File: src/sfcrc_pkg.sv
// ----------------------------------------------------------------------------
// sfcrc_pkg: shared types and constants for the scope frame encoder
// Frame geometry, CRC-16/MODBUS constants, the byte-update function and the
// byte request struct passed from the frame source to the output stage.
// ----------------------------------------------------------------------------
`default_nettype none

package sfcrc_pkg;

  // frame geometry
  localparam int unsigned CHAN_W     = 16;
  localparam int unsigned NUM_CHAN   = 4;
  localparam int unsigned BYTE_W     = 8;
  localparam int unsigned POS_W      = 4;
  localparam int unsigned FRAME_W    = CHAN_W * NUM_CHAN;
  localparam int unsigned DATA_IDX_W = 3;

  localparam logic [POS_W-1:0] POS_FIRST   = 4'd0;
  localparam logic [POS_W-1:0] POS_DATA_N  = 4'd8;
  localparam logic [POS_W-1:0] POS_CRC_LO  = 4'd8;
  localparam logic [POS_W-1:0] POS_CRC_HI  = 4'd9;
  localparam logic [POS_W-1:0] POS_LAST    = 4'd9;

  // crc-16/modbus, reflected form
  localparam logic [15:0] CRC_INIT = 16'hFFFF;
  localparam logic [15:0] CRC_POLY = 16'hA001;

  typedef logic [15:0]        crc_t;
  typedef logic [BYTE_W-1:0]  byte_t;
  typedef logic [POS_W-1:0]   pos_t;

  // one byte request from the frame source
  typedef struct packed {
    logic  valid;
    byte_t data;
    pos_t  pos;
  } byte_req_t;

  // fold one byte into the crc, lsb first
  function automatic crc_t crc_byte(input crc_t crc_in, input byte_t data);
    crc_t c;
    c = crc_in ^ {8'h00, data};
    for (int k = 0; k < 8; k++) begin
      if (c[0]) begin
        c = (c >> 1) ^ CRC_POLY;
      end else begin
        c = c >> 1;
      end
    end
    return c;
  endfunction

endpackage

`default_nettype wire

File: src/sfcrc_frame_src.sv
// ----------------------------------------------------------------------------
// sfcrc_frame_src: input register and byte sequencer
// Captures the four channel values and steps through frame positions 0..9,
// offering one byte request per position to the output stage.
// ----------------------------------------------------------------------------
`default_nettype none

module sfcrc_frame_src
  import sfcrc_pkg::*;
(
  input  wire logic                clk,
  input  wire logic                rst_n,
  input  wire logic                in_valid,
  output      logic                in_ready,
  input  wire logic [CHAN_W-1:0]   in_channel_0,
  input  wire logic [CHAN_W-1:0]   in_channel_1,
  input  wire logic [CHAN_W-1:0]   in_channel_2,
  input  wire logic [CHAN_W-1:0]   in_channel_3,
  output      byte_req_t           req,
  input  wire logic                take
);

  logic [FRAME_W-1:0] frame_r, frame_nxt;
  pos_t               pos_r, pos_nxt;
  logic               active_r, active_nxt;
  logic               load;
  logic               frame_done;

  // current frame finishes when its last byte is taken
  assign frame_done = take && (pos_r == POS_LAST);
  assign in_ready   = !active_r || frame_done;
  assign load       = in_valid && in_ready;

  // byte request for the current position
  always_comb begin
    req.valid = active_r;
    req.pos   = pos_r;
    req.data  = frame_r[pos_r[DATA_IDX_W-1:0]*BYTE_W +: BYTE_W];
  end

  // next frame, position and active flag
  always_comb begin
    frame_nxt  = frame_r;
    pos_nxt    = pos_r;
    active_nxt = active_r;
    if (take) begin
      pos_nxt = pos_r + 4'd1;
      if (frame_done) begin
        active_nxt = 1'b0;
      end
    end
    if (load) begin
      frame_nxt  = {in_channel_3, in_channel_2, in_channel_1, in_channel_0};
      pos_nxt    = POS_FIRST;
      active_nxt = 1'b1;
    end
  end

  // control registers
  always_ff @(posedge clk) begin
    if (!rst_n) begin
      active_r <= 1'b0;
      pos_r    <= POS_FIRST;
    end else begin
      active_r <= active_nxt;
      pos_r    <= pos_nxt;
    end
  end

  // frame payload
  always_ff @(posedge clk) begin
    frame_r <= frame_nxt;
  end

`ifndef NO_ASSERTIONS
  a_pos_range: assert property (@(posedge clk) disable iff (!rst_n)
    active_r |-> (pos_r <= POS_LAST))
    else $error("frame position beyond last byte");

  a_load_only_at_end: assert property (@(posedge clk) disable iff (!rst_n)
    (load && active_r) |-> (take && (pos_r == POS_LAST)))
    else $error("new request loaded over an unfinished frame");

  a_take_needs_active: assert property (@(posedge clk) disable iff (!rst_n)
    take |-> active_r)
    else $error("byte taken with no frame loaded");

  a_load_restarts: assert property (@(posedge clk) disable iff (!rst_n)
    load |=> (active_r && (pos_r == POS_FIRST)))
    else $error("loaded frame does not start at position zero");
`endif

endmodule

`default_nettype wire

File: src/sfcrc_out_stage.sv
// ----------------------------------------------------------------------------
// sfcrc_out_stage: crc accumulator and result register
// Folds each data byte into the crc as it is issued, appends the crc bytes
// and holds the current result byte until the receiver takes it.
// ----------------------------------------------------------------------------
`default_nettype none

module sfcrc_out_stage
  import sfcrc_pkg::*;
(
  input  wire logic       clk,
  input  wire logic       rst_n,
  input  wire byte_req_t  req,
  output      logic       take,
  output      logic       out_valid,
  input  wire logic       out_ready,
  output      byte_t      out_frame_byte,
  output      pos_t       out_byte_position,
  output      logic       out_last_byte
);

  crc_t  crc_r, crc_nxt, crc_base;
  logic  out_valid_r, out_valid_nxt;
  byte_t out_byte_r;
  pos_t  out_pos_r;
  logic  out_last_r;
  byte_t sel_byte;
  logic  is_data;

  // result register free or draining this cycle
  assign take    = req.valid && (!out_valid_r || out_ready);
  assign is_data = (req.pos < POS_DATA_N);

  // crc restarts on the first byte of a frame
  assign crc_base = (req.pos == POS_FIRST) ? CRC_INIT : crc_r;

  always_comb begin
    crc_nxt = crc_r;
    if (take && is_data) begin
      crc_nxt = crc_byte(crc_base, req.data);
    end
  end

  // byte select: data, then crc low, then crc high
  always_comb begin
    if (is_data) begin
      sel_byte = req.data;
    end else if (req.pos == POS_CRC_LO) begin
      sel_byte = crc_r[7:0];
    end else begin
      sel_byte = crc_r[15:8];
    end
  end

  always_comb begin
    out_valid_nxt = out_valid_r;
    if (take) begin
      out_valid_nxt = 1'b1;
    end else if (out_ready) begin
      out_valid_nxt = 1'b0;
    end
  end

  // control register
  always_ff @(posedge clk) begin
    if (!rst_n) begin
      out_valid_r <= 1'b0;
    end else begin
      out_valid_r <= out_valid_nxt;
    end
  end

  // payload registers
  always_ff @(posedge clk) begin
    crc_r <= crc_nxt;
    if (take) begin
      out_byte_r <= sel_byte;
      out_pos_r  <= req.pos;
      out_last_r <= (req.pos == POS_CRC_HI);
    end
  end

  assign out_valid         = out_valid_r;
  assign out_frame_byte    = out_byte_r;
  assign out_byte_position = out_pos_r;
  assign out_last_byte     = out_last_r;

`ifndef NO_ASSERTIONS
  a_last_at_end: assert property (@(posedge clk) disable iff (!rst_n)
    (out_valid_r && out_last_r) |-> (out_pos_r == POS_LAST))
    else $error("last flag on a byte other than the crc high byte");

  a_last_flagged: assert property (@(posedge clk) disable iff (!rst_n)
    (out_valid_r && (out_pos_r == POS_LAST)) |-> out_last_r)
    else $error("crc high byte not flagged as last");

  a_take_fills: assert property (@(posedge clk) disable iff (!rst_n)
    take |=> out_valid_r)
    else $error("issued byte did not reach the result register");

  a_no_take_on_stall: assert property (@(posedge clk) disable iff (!rst_n)
    (out_valid_r && !out_ready) |-> !take)
    else $error("result register overwritten while stalled");
`endif

endmodule

`default_nettype wire

File: src/scope_frame_crc16_encoder_core.sv
// ----------------------------------------------------------------------------
// scope_frame_crc16_encoder_core: oscilloscope frame encoder with crc-16
// Turns one request of four 16-bit channel values into a ten-byte frame:
// the channels low byte first, then a crc-16/modbus over those eight bytes.
// ----------------------------------------------------------------------------
// Usage:
//   Input channel (in_valid/in_ready) carries the four channel values; the
//   result channel (out_valid/out_ready) carries one frame byte per request
//   with its position 0..9, and out_last_byte marks the crc high byte.
//   Byte 0 is captured into the frame register, then the result register.
//   Throughput: one byte per cycle while out_ready stays high; the byte
//   sequencer and the single result register set that rate. The next
//   input is taken in the same cycle the crc high byte is issued, so frames
//   follow without gaps.
//   The crc is built as the data bytes go out, one per cycle unless stalled.
//   Stall: while out_ready is low the result register holds its byte, the
//   sequencer waits and in_ready stays low until the frame is finished.
//   Reset (rst_n low, synchronous): the frame in progress is dropped and
//   both channels come up empty; no clearing cycles are needed.
// ----------------------------------------------------------------------------
`default_nettype none

module scope_frame_crc16_encoder_core
  import sfcrc_pkg::*;
(
  input  wire logic               clk,
  input  wire logic               rst_n,
  input  wire logic               in_valid,
  output      logic               in_ready,
  input  wire logic [CHAN_W-1:0]  in_channel_0,
  input  wire logic [CHAN_W-1:0]  in_channel_1,
  input  wire logic [CHAN_W-1:0]  in_channel_2,
  input  wire logic [CHAN_W-1:0]  in_channel_3,
  output      logic               out_valid,
  input  wire logic               out_ready,
  output      logic [BYTE_W-1:0]  out_frame_byte,
  output      logic [POS_W-1:0]   out_byte_position,
  output      logic               out_last_byte
);

  byte_req_t req;
  logic      take;

  // input register and byte sequencer
  sfcrc_frame_src u_frame_src (
    .clk          (clk),
    .rst_n        (rst_n),
    .in_valid     (in_valid),
    .in_ready     (in_ready),
    .in_channel_0 (in_channel_0),
    .in_channel_1 (in_channel_1),
    .in_channel_2 (in_channel_2),
    .in_channel_3 (in_channel_3),
    .req          (req),
    .take         (take)
  );

  // crc accumulator and result register
  sfcrc_out_stage u_out_stage (
    .clk               (clk),
    .rst_n             (rst_n),
    .req               (req),
    .take              (take),
    .out_valid         (out_valid),
    .out_ready         (out_ready),
    .out_frame_byte    (out_frame_byte),
    .out_byte_position (out_byte_position),
    .out_last_byte     (out_last_byte)
  );

endmodule

`default_nettype wire
File: config.mk
export PLATFORM = sky130hd
export DESIGN_NAME = scope_frame_crc16_encoder_core
export DESIGN_NICKNAME = d
export VERILOG_FILES = /design/src/sfcrc_pkg.sv /design/src/sfcrc_frame_src.sv /design/src/sfcrc_out_stage.sv /design/src/scope_frame_crc16_encoder_core.sv
export SDC_FILE = /design/constraint.sdc
export NUM_CORES = 1
export LEC_CHECK = 0
export ABC_AREA = 1
export ABC_CLOCK_PERIOD_IN_PS = 3900
export BUFFER_PORTS_ARGS = -buffer_cell sky130_fd_sc_hd__buf_2
export CAP_MARGIN = 30
export CORE_AREA = 3 3 142 144
export CTS_BUF_LIST = sky130_fd_sc_hd__clkbuf_16
export CTS_CLUSTER_DIAMETER = 60
export CTS_CLUSTER_SIZE = 30
export DETAILED_ROUTE_END_ITERATION = 8
export DIE_AREA = 0 0 145 147
export PLACE_DENSITY_LB_ADDON = 0.1
export REMOVE_ABC_BUFFERS = 1
export SYNTH_ARGS = -nofsm -noshare
export SYNTH_HDL_FRONTEND = slang
export SYNTH_HIERARCHICAL = 1
export SYNTH_SLANG_ARGS = --single-unit
File: constraint.sdc
create_clock -name clk -period 3.9 [get_ports clk]
set_clock_uncertainty 0.05 [all_clocks]
set_input_delay 0 -clock clk [delete_from_list [all_inputs] [get_ports clk]]
set_output_delay 0 -clock clk [all_outputs]
set_load 0.005 [all_outputs]
; Yosys cells after proc, flatten, opt, wreduce, memory -nomap -nowiden
; Index checks and enable logic that the tools add are counted.
[classes]
addsub = 1
mul = 0
n_div = 0
order_cmp = 1
n_eq_ne = 2
shifts = 1
mux = 23
n_bitwise = 10
reduce_logical = 14
[op_table]
columns = operator, n
row1 = 16-bit 2-to-1 mux, 15
row2 = 64-bit by 7-bit variable part select with 8-bit output, 1
row3 = 2-bit inverter with 3-bit output, 8
row4 = 8-bit 2-to-1 mux, 2
row5 = 16-bit by 8-bit XOR with 16-bit output, 1
row6 = 14-bit 2-to-1 mux, 1
row7 = 4-bit == test (second input constant), 2
row8 = 2-bit nonzero test, 3
row9 = 1-bit 2-to-1 mux, 5
row10 = 4-bit by 1-bit adder with 4-bit output (second input constant), 1
row11 = 1-bit logical AND, 4
row12 = 4-bit zero test, 1
row13 = 4-bit less-than comparator (second input constant), 1
row14 = 1-bit zero test, 2
row15 = 1-bit logical OR, 2
row16 = 2-bit AND reduction, 1
row17 = 2-bit OR reduction, 1
row18 = 1-bit inverter, 1
[totals]
regBits = 99
latch_bits = 0
mem_bits_rw = 0
romBits = 0
in_bits = 68
out_inout_bits = 15
word_cells = 61
n_memories = 0

; Longest topological paths before layout
[depth]
depth_word = 26
ltp_mapped = 24
ltp_nobuf = 22

; Cells and area by module
; Netlist, hierarchy kept.
[modules_own_cells]
columns = module, instances, cells_per_inst, area_each_um2, seq_area_each_um2
row1 = sfcrc_frame_src, 1, 290, 3027.9, 2021.9
row2 = sfcrc_out_stage, 1, 188, 1699.1, 890.9

; Least setup slack after synthesis
; No wires, ideal clock.
[synth_path]
path_kind = register to register
from = register u_frame_src.pos_r[1]
to = register u_frame_src.frame_r[0] (enable)
setup_ps = 418
t_arrival_ps = 2443
required_time_ps = 3432
slack_ps = 989
path_stages_with_launch = 11
n_path_buf = 2
period_less_slack_ps = 2911
path_cell_list = dfxtp_1 buf_4 inv_2 buf_6 ha_1 nand2_1 inv_1 nand2_1 nand2_1 nand2_1 inv_1
[synth_between]
elab_chain_cells = 4
[synth_rtl]
columns = item, line
row1 = from (decl), sfcrc_frame_src.sv:24  ; pos_t pos_r, pos_nxt;
row2 = from (signal assigned), sfcrc_frame_src.sv:66  ; pos_r <= pos_nxt;
row3 = 4-bit == test, sfcrc_frame_src.sv:30  ; assign frame_done = take && (pos_r == POS_LAST);
row4 = 1-bit logical AND, sfcrc_frame_src.sv:30
row5 = 1-bit logical OR, sfcrc_frame_src.sv:31  ; assign in_ready = !active_r || frame_done;
row6 = via in_ready, scope_frame_crc16_encoder_core.sv:29  ; output logic in_ready,
row7 = 1-bit logical AND, sfcrc_frame_src.sv:32  ; assign load = in_valid && in_ready;
row8 = to (signal assigned), sfcrc_frame_src.sv:72  ; frame_r <= frame_nxt;
row9 = to (decl), sfcrc_frame_src.sv:23  ; logic [FRAME_W-1:0] frame_r, frame_nxt;
; The timed path passes the listed nets, and every way through them passes these cells.
; A chain may end at the register's enable or synchronous reset.

==> flow_metrics.env <==
export IMPL_slew_headroom=0.5620
export IMPL_peakVddDrop_v=0.0001909
export IMPL_p_int_mw=1.932
export IMPL_power_density_mw_per_mm2=409.1
export IMPL_slew_viol_final=0
export IMPL_grt_overflow_total=0
export IMPL_seqPwrFrac=0.496
export IMPL_wl_per_cell_microns=13.16
export IMPL_drt_wl_total_microns=11800
export IMPL_syn_area_per_cell_sq_um=9.889
export IMPL_worst_pin_slew_ns=0.6561
export IMPL_fin_crit_sh=0.7829
export IMPL_rsz0062_at_grt="false"
export IMPL_core_area_sq_mm=0.01883
export IMPL_p_comb_frac=0.155
export IMPL_antenna_found_initial=0
export IMPL_cp_data_arrival_time_ns=3.12
export IMPL_grt_max_degree=34
export IMPL_num_rows=50
export IMPL_criticalPathCategory="flip-flop to flip-flop"
export IMPL_cts_max_level=3
export IMPL_ys_seq_area_frac=0.6162
export IMPL_synthArstFlopShare=0
export IMPL_fmax_ghz=0.3275
export IMPL_clkSinkCount=99
export IMPL_dpl_hpwl_microns=8159
export IMPL_worst_ep_required_time_ns=3.97
export IMPL_num_vias=3577
export IMPL_grt_pass1_wl_microns=19090
export IMPL_cts_buffer_depth=2
export IMPL_synth_distinct_cells=28
export IMPL_ys_seq_elements=99
export IMPL_netlist_area_leader_share=0.5908
export IMPL_drtIter0Drc=139
export IMPL_root_buffer="clkbuf_16"
export IMPL_synth_edf_count=93
export IMPL_wl_met1_microns=5430
export IMPL_hold_violations=0
export IMPL_cts_tree="yes"
export IMPL_dr_pass1_iters=7
export IMPL_period_minus_slack_ns=3.053
export IMPL_synthTopCellsByCount="201 x nand2_1, 93 x edfxtp_1, 52 x inv_1, 21 x nand2_2, 21 x nand3_1"
export IMPL_p_sw_frac=0.2574
export IMPL_yosys_most_used_dff="edfxtp_1"
export IMPL_syn_inst=478
export IMPL_synth_area_leaders="edfxtp_1 59%, nand2_1 16%, inv_1 4.1%"
export IMPL_min_delay_start="in_channel_2[12]"
export IMPL_start_util=0.2510
export IMPL_fin_cells=897
export IMPL_end_kind="flip-flop"
export IMPL_whs_ns=0.2936
export IMPL_drive_gt1_frac=0.2261
export IMPL_drc_errors=0
export IMPL_design_area_sq_mm=0.006360
export IMPL_power_mw=2.602
export IMPL_setup_slack_ns=0.8466
export IMPL_top_layer_used="met4"
export IMPL_clk_latency_ns=0.36
export IMPL_dieHeight_microns=147
export IMPL_synthesis_area_sq_mm=0.004727
export IMPL_track_usage=0.1159
export IMPL_reg2reg_from="u_frame_src/pos_r[0]$_SDFFE_PP0P_"
export IMPL_first_global_vias=3657
export IMPL_wl_met3_microns=512
export IMPL_postCtsSetupBuffers=0
export IMPL_drv_cap=0
export IMPL_pre_cts_slack_ns=0.8257
export IMPL_synth_warnings=6
export IMPL_path_max_fanout=27
export IMPL_synth_area_leader_cell="edfxtp_1"
export IMPL_setup_tns_ns=0
export IMPL_dr_wl_met2_microns=5597
export IMPL_p_leak_nw=2.802
export IMPL_startpoint_type="flip-flop"
export IMPL_placed_cells=813
export IMPL_via_per_inst=3.988
export IMPL_io_buffers=82
export IMPL_final_nets=702
export IMPL_pin_count=83
export IMPL_areaGrowthSynthToFinish_pct=34.54
export IMPL_num_antenna_cells=0
export IMPL_utilization=0.3377
export IMPL_setup_viol_count_final=0
export IMPL_post_dp_cell_area_sq_mm=0.005378
export IMPL_die_w_microns=145
export IMPL_p_clk_frac=0.349
export IMPL_place_gp_congestion=0.7717
export IMPL_synth_most_common_cell="nand2_1"
export IMPL_power_switching_mw=0.6697
export IMPL_cp_startpoint="u_frame_src/pos_r[0]$_SDFFE_PP0P_"
export IMPL_clk_pin_slew_worst_paths_ns=0.07
export IMPL_outcome="finished, final reports clean"
export IMPL_hold_path_class="input port to flip-flop"
export IMPL_cts_buffers=9
export IMPL_die_area_sq_mm=0.02132
export IMPL_final_antenna_net_count=0
## logic make-up (layout without fill, tap and decap cells)
| logic type | Yosys count | after routing | synth area share |
|---|---|---|---|
| xor gates and xnor gates | 14 | 14 | 0.02753 |
| buffers and inverters | 72 | 231 | 0.08126 |
| AOI/OAI and AO/OA | 25 | 25 | 0.02753 |
| DFF | 99 | 99 | 0.6162 |
| and+or+nand+nor | 266 | 266 | 0.2422 |
| adders and majority gates | 2 | 2 | 0.005293 |
## layout by cell type, fill, tap and decap left out
master         instances
buf_4                  8
bufinv_16              1
nand2_2               21
nor2_1                10
clkbuf_16              9
nand2_1              201
nand3b_1               1
inv_8                  1
edfxtp_1              93
xor2_2                 1
inv_2                  4
nand3_1               21
a21oi_1                6
nor2_2                 2
dlygate4sd3_1         68
ha_1                   2
xor2_1                10
buf_2                 82
clkinvlp_4             1
inv_1                 51
inv_6                  2
nand3_2                5
dfxtp_2                1
a21boi_0               2
buf_12                 1
nand2_4                3
o21ai_0               17
dfxtp_1                5
nor4_1                 2
clkinv_1               1
clkinv_4               2
xnor2_1                3
## registers in the layout, summed over array words and instances, names as in the netlist
name                           count
u_frame_src/frame_r               64
u_out_stage/out_last_byte          1
u_out_stage/out_valid              1
u_out_stage/out_frame_byte         8
u_out_stage/out_byte_position      4
u_frame_src/active_r               1
u_out_stage/crc_r                 16
u_frame_src/pos_r                  4
## final timing paths
| path | depth (start not counted) | end | slack (ns) |
|---|---|---|---|
| setup reg to reg | 20 | u_out_stage/crc_r[0]$_DFFE_PP_ | 0.85 |
| setup / recovery | 20 | u_out_stage/crc_r[0]$_DFFE_PP_ | 0.85 |
| hold / removal | 2 | u_frame_src/frame_r[44]$_DFFE_PP_ | 0.29 |
| hold reg to reg | 2 | u_out_stage/crc_r[1]$_SDFFCE_PP1P_ | 0.47 |
## power by group through the flow
stage	clock network, mW	registers (mW)	logic, mW
5_1_grt	0.983	1.30	0.460
4_1_cts	0.946	1.29	0.409
3_5_place_dp	0	1.32	0.354
3_3_place_gp	0	1.32	0.351
2_1_floorplan	0	1.31	0.230
6_report	0.908	1.29	0.402
## per-layer routing
layer	GRT usage	vias to the layer above
met5	0	-
met4	0.04133	0
met3	0.03609	19
met2	0.1962	83
met1	0.1402	1643
li1	-	1832
## critical path: stages (launching register included)
cell     delay (ns)
dfxtp_2        0.73
buf_4          0.31
nand2_1        0.07
nand2_1        0.08
nand2_1        0.05
nand2_1        0.06
nand2_1        0.04
nand2_1        0.11
inv_1          0.08
nand2_1        0.06
nand2_1        0.15
nand2_1        0.11
nand2_1        0.07
nand2_1        0.11
nand3_2        0.14
nand3_1        0.17
nand3_2        0.14
nand2_4        0.10
nand2_2        0.05
nand3_1        0.06
nand2_1        0.05
## what timing repair did
item,4_1_cts,5_1_grt
setup endpoints to repair,0,0
hold buffers,68,0
endpoints found under the hold margin,70,0
resized for setup,0,0
## final cells by class
class                   instances  area, sq um
clock inverters                 7        76.32
fillers                      1921        12470
flip-flops and latches         99         2914
well taps                     260        325.3
repair buffers                159         1171
multi-input cells             307         1430
inverters                      56        217.7
clock buffers                   9        225.2
Note: power is estimated with default switching activity, not from simulation.
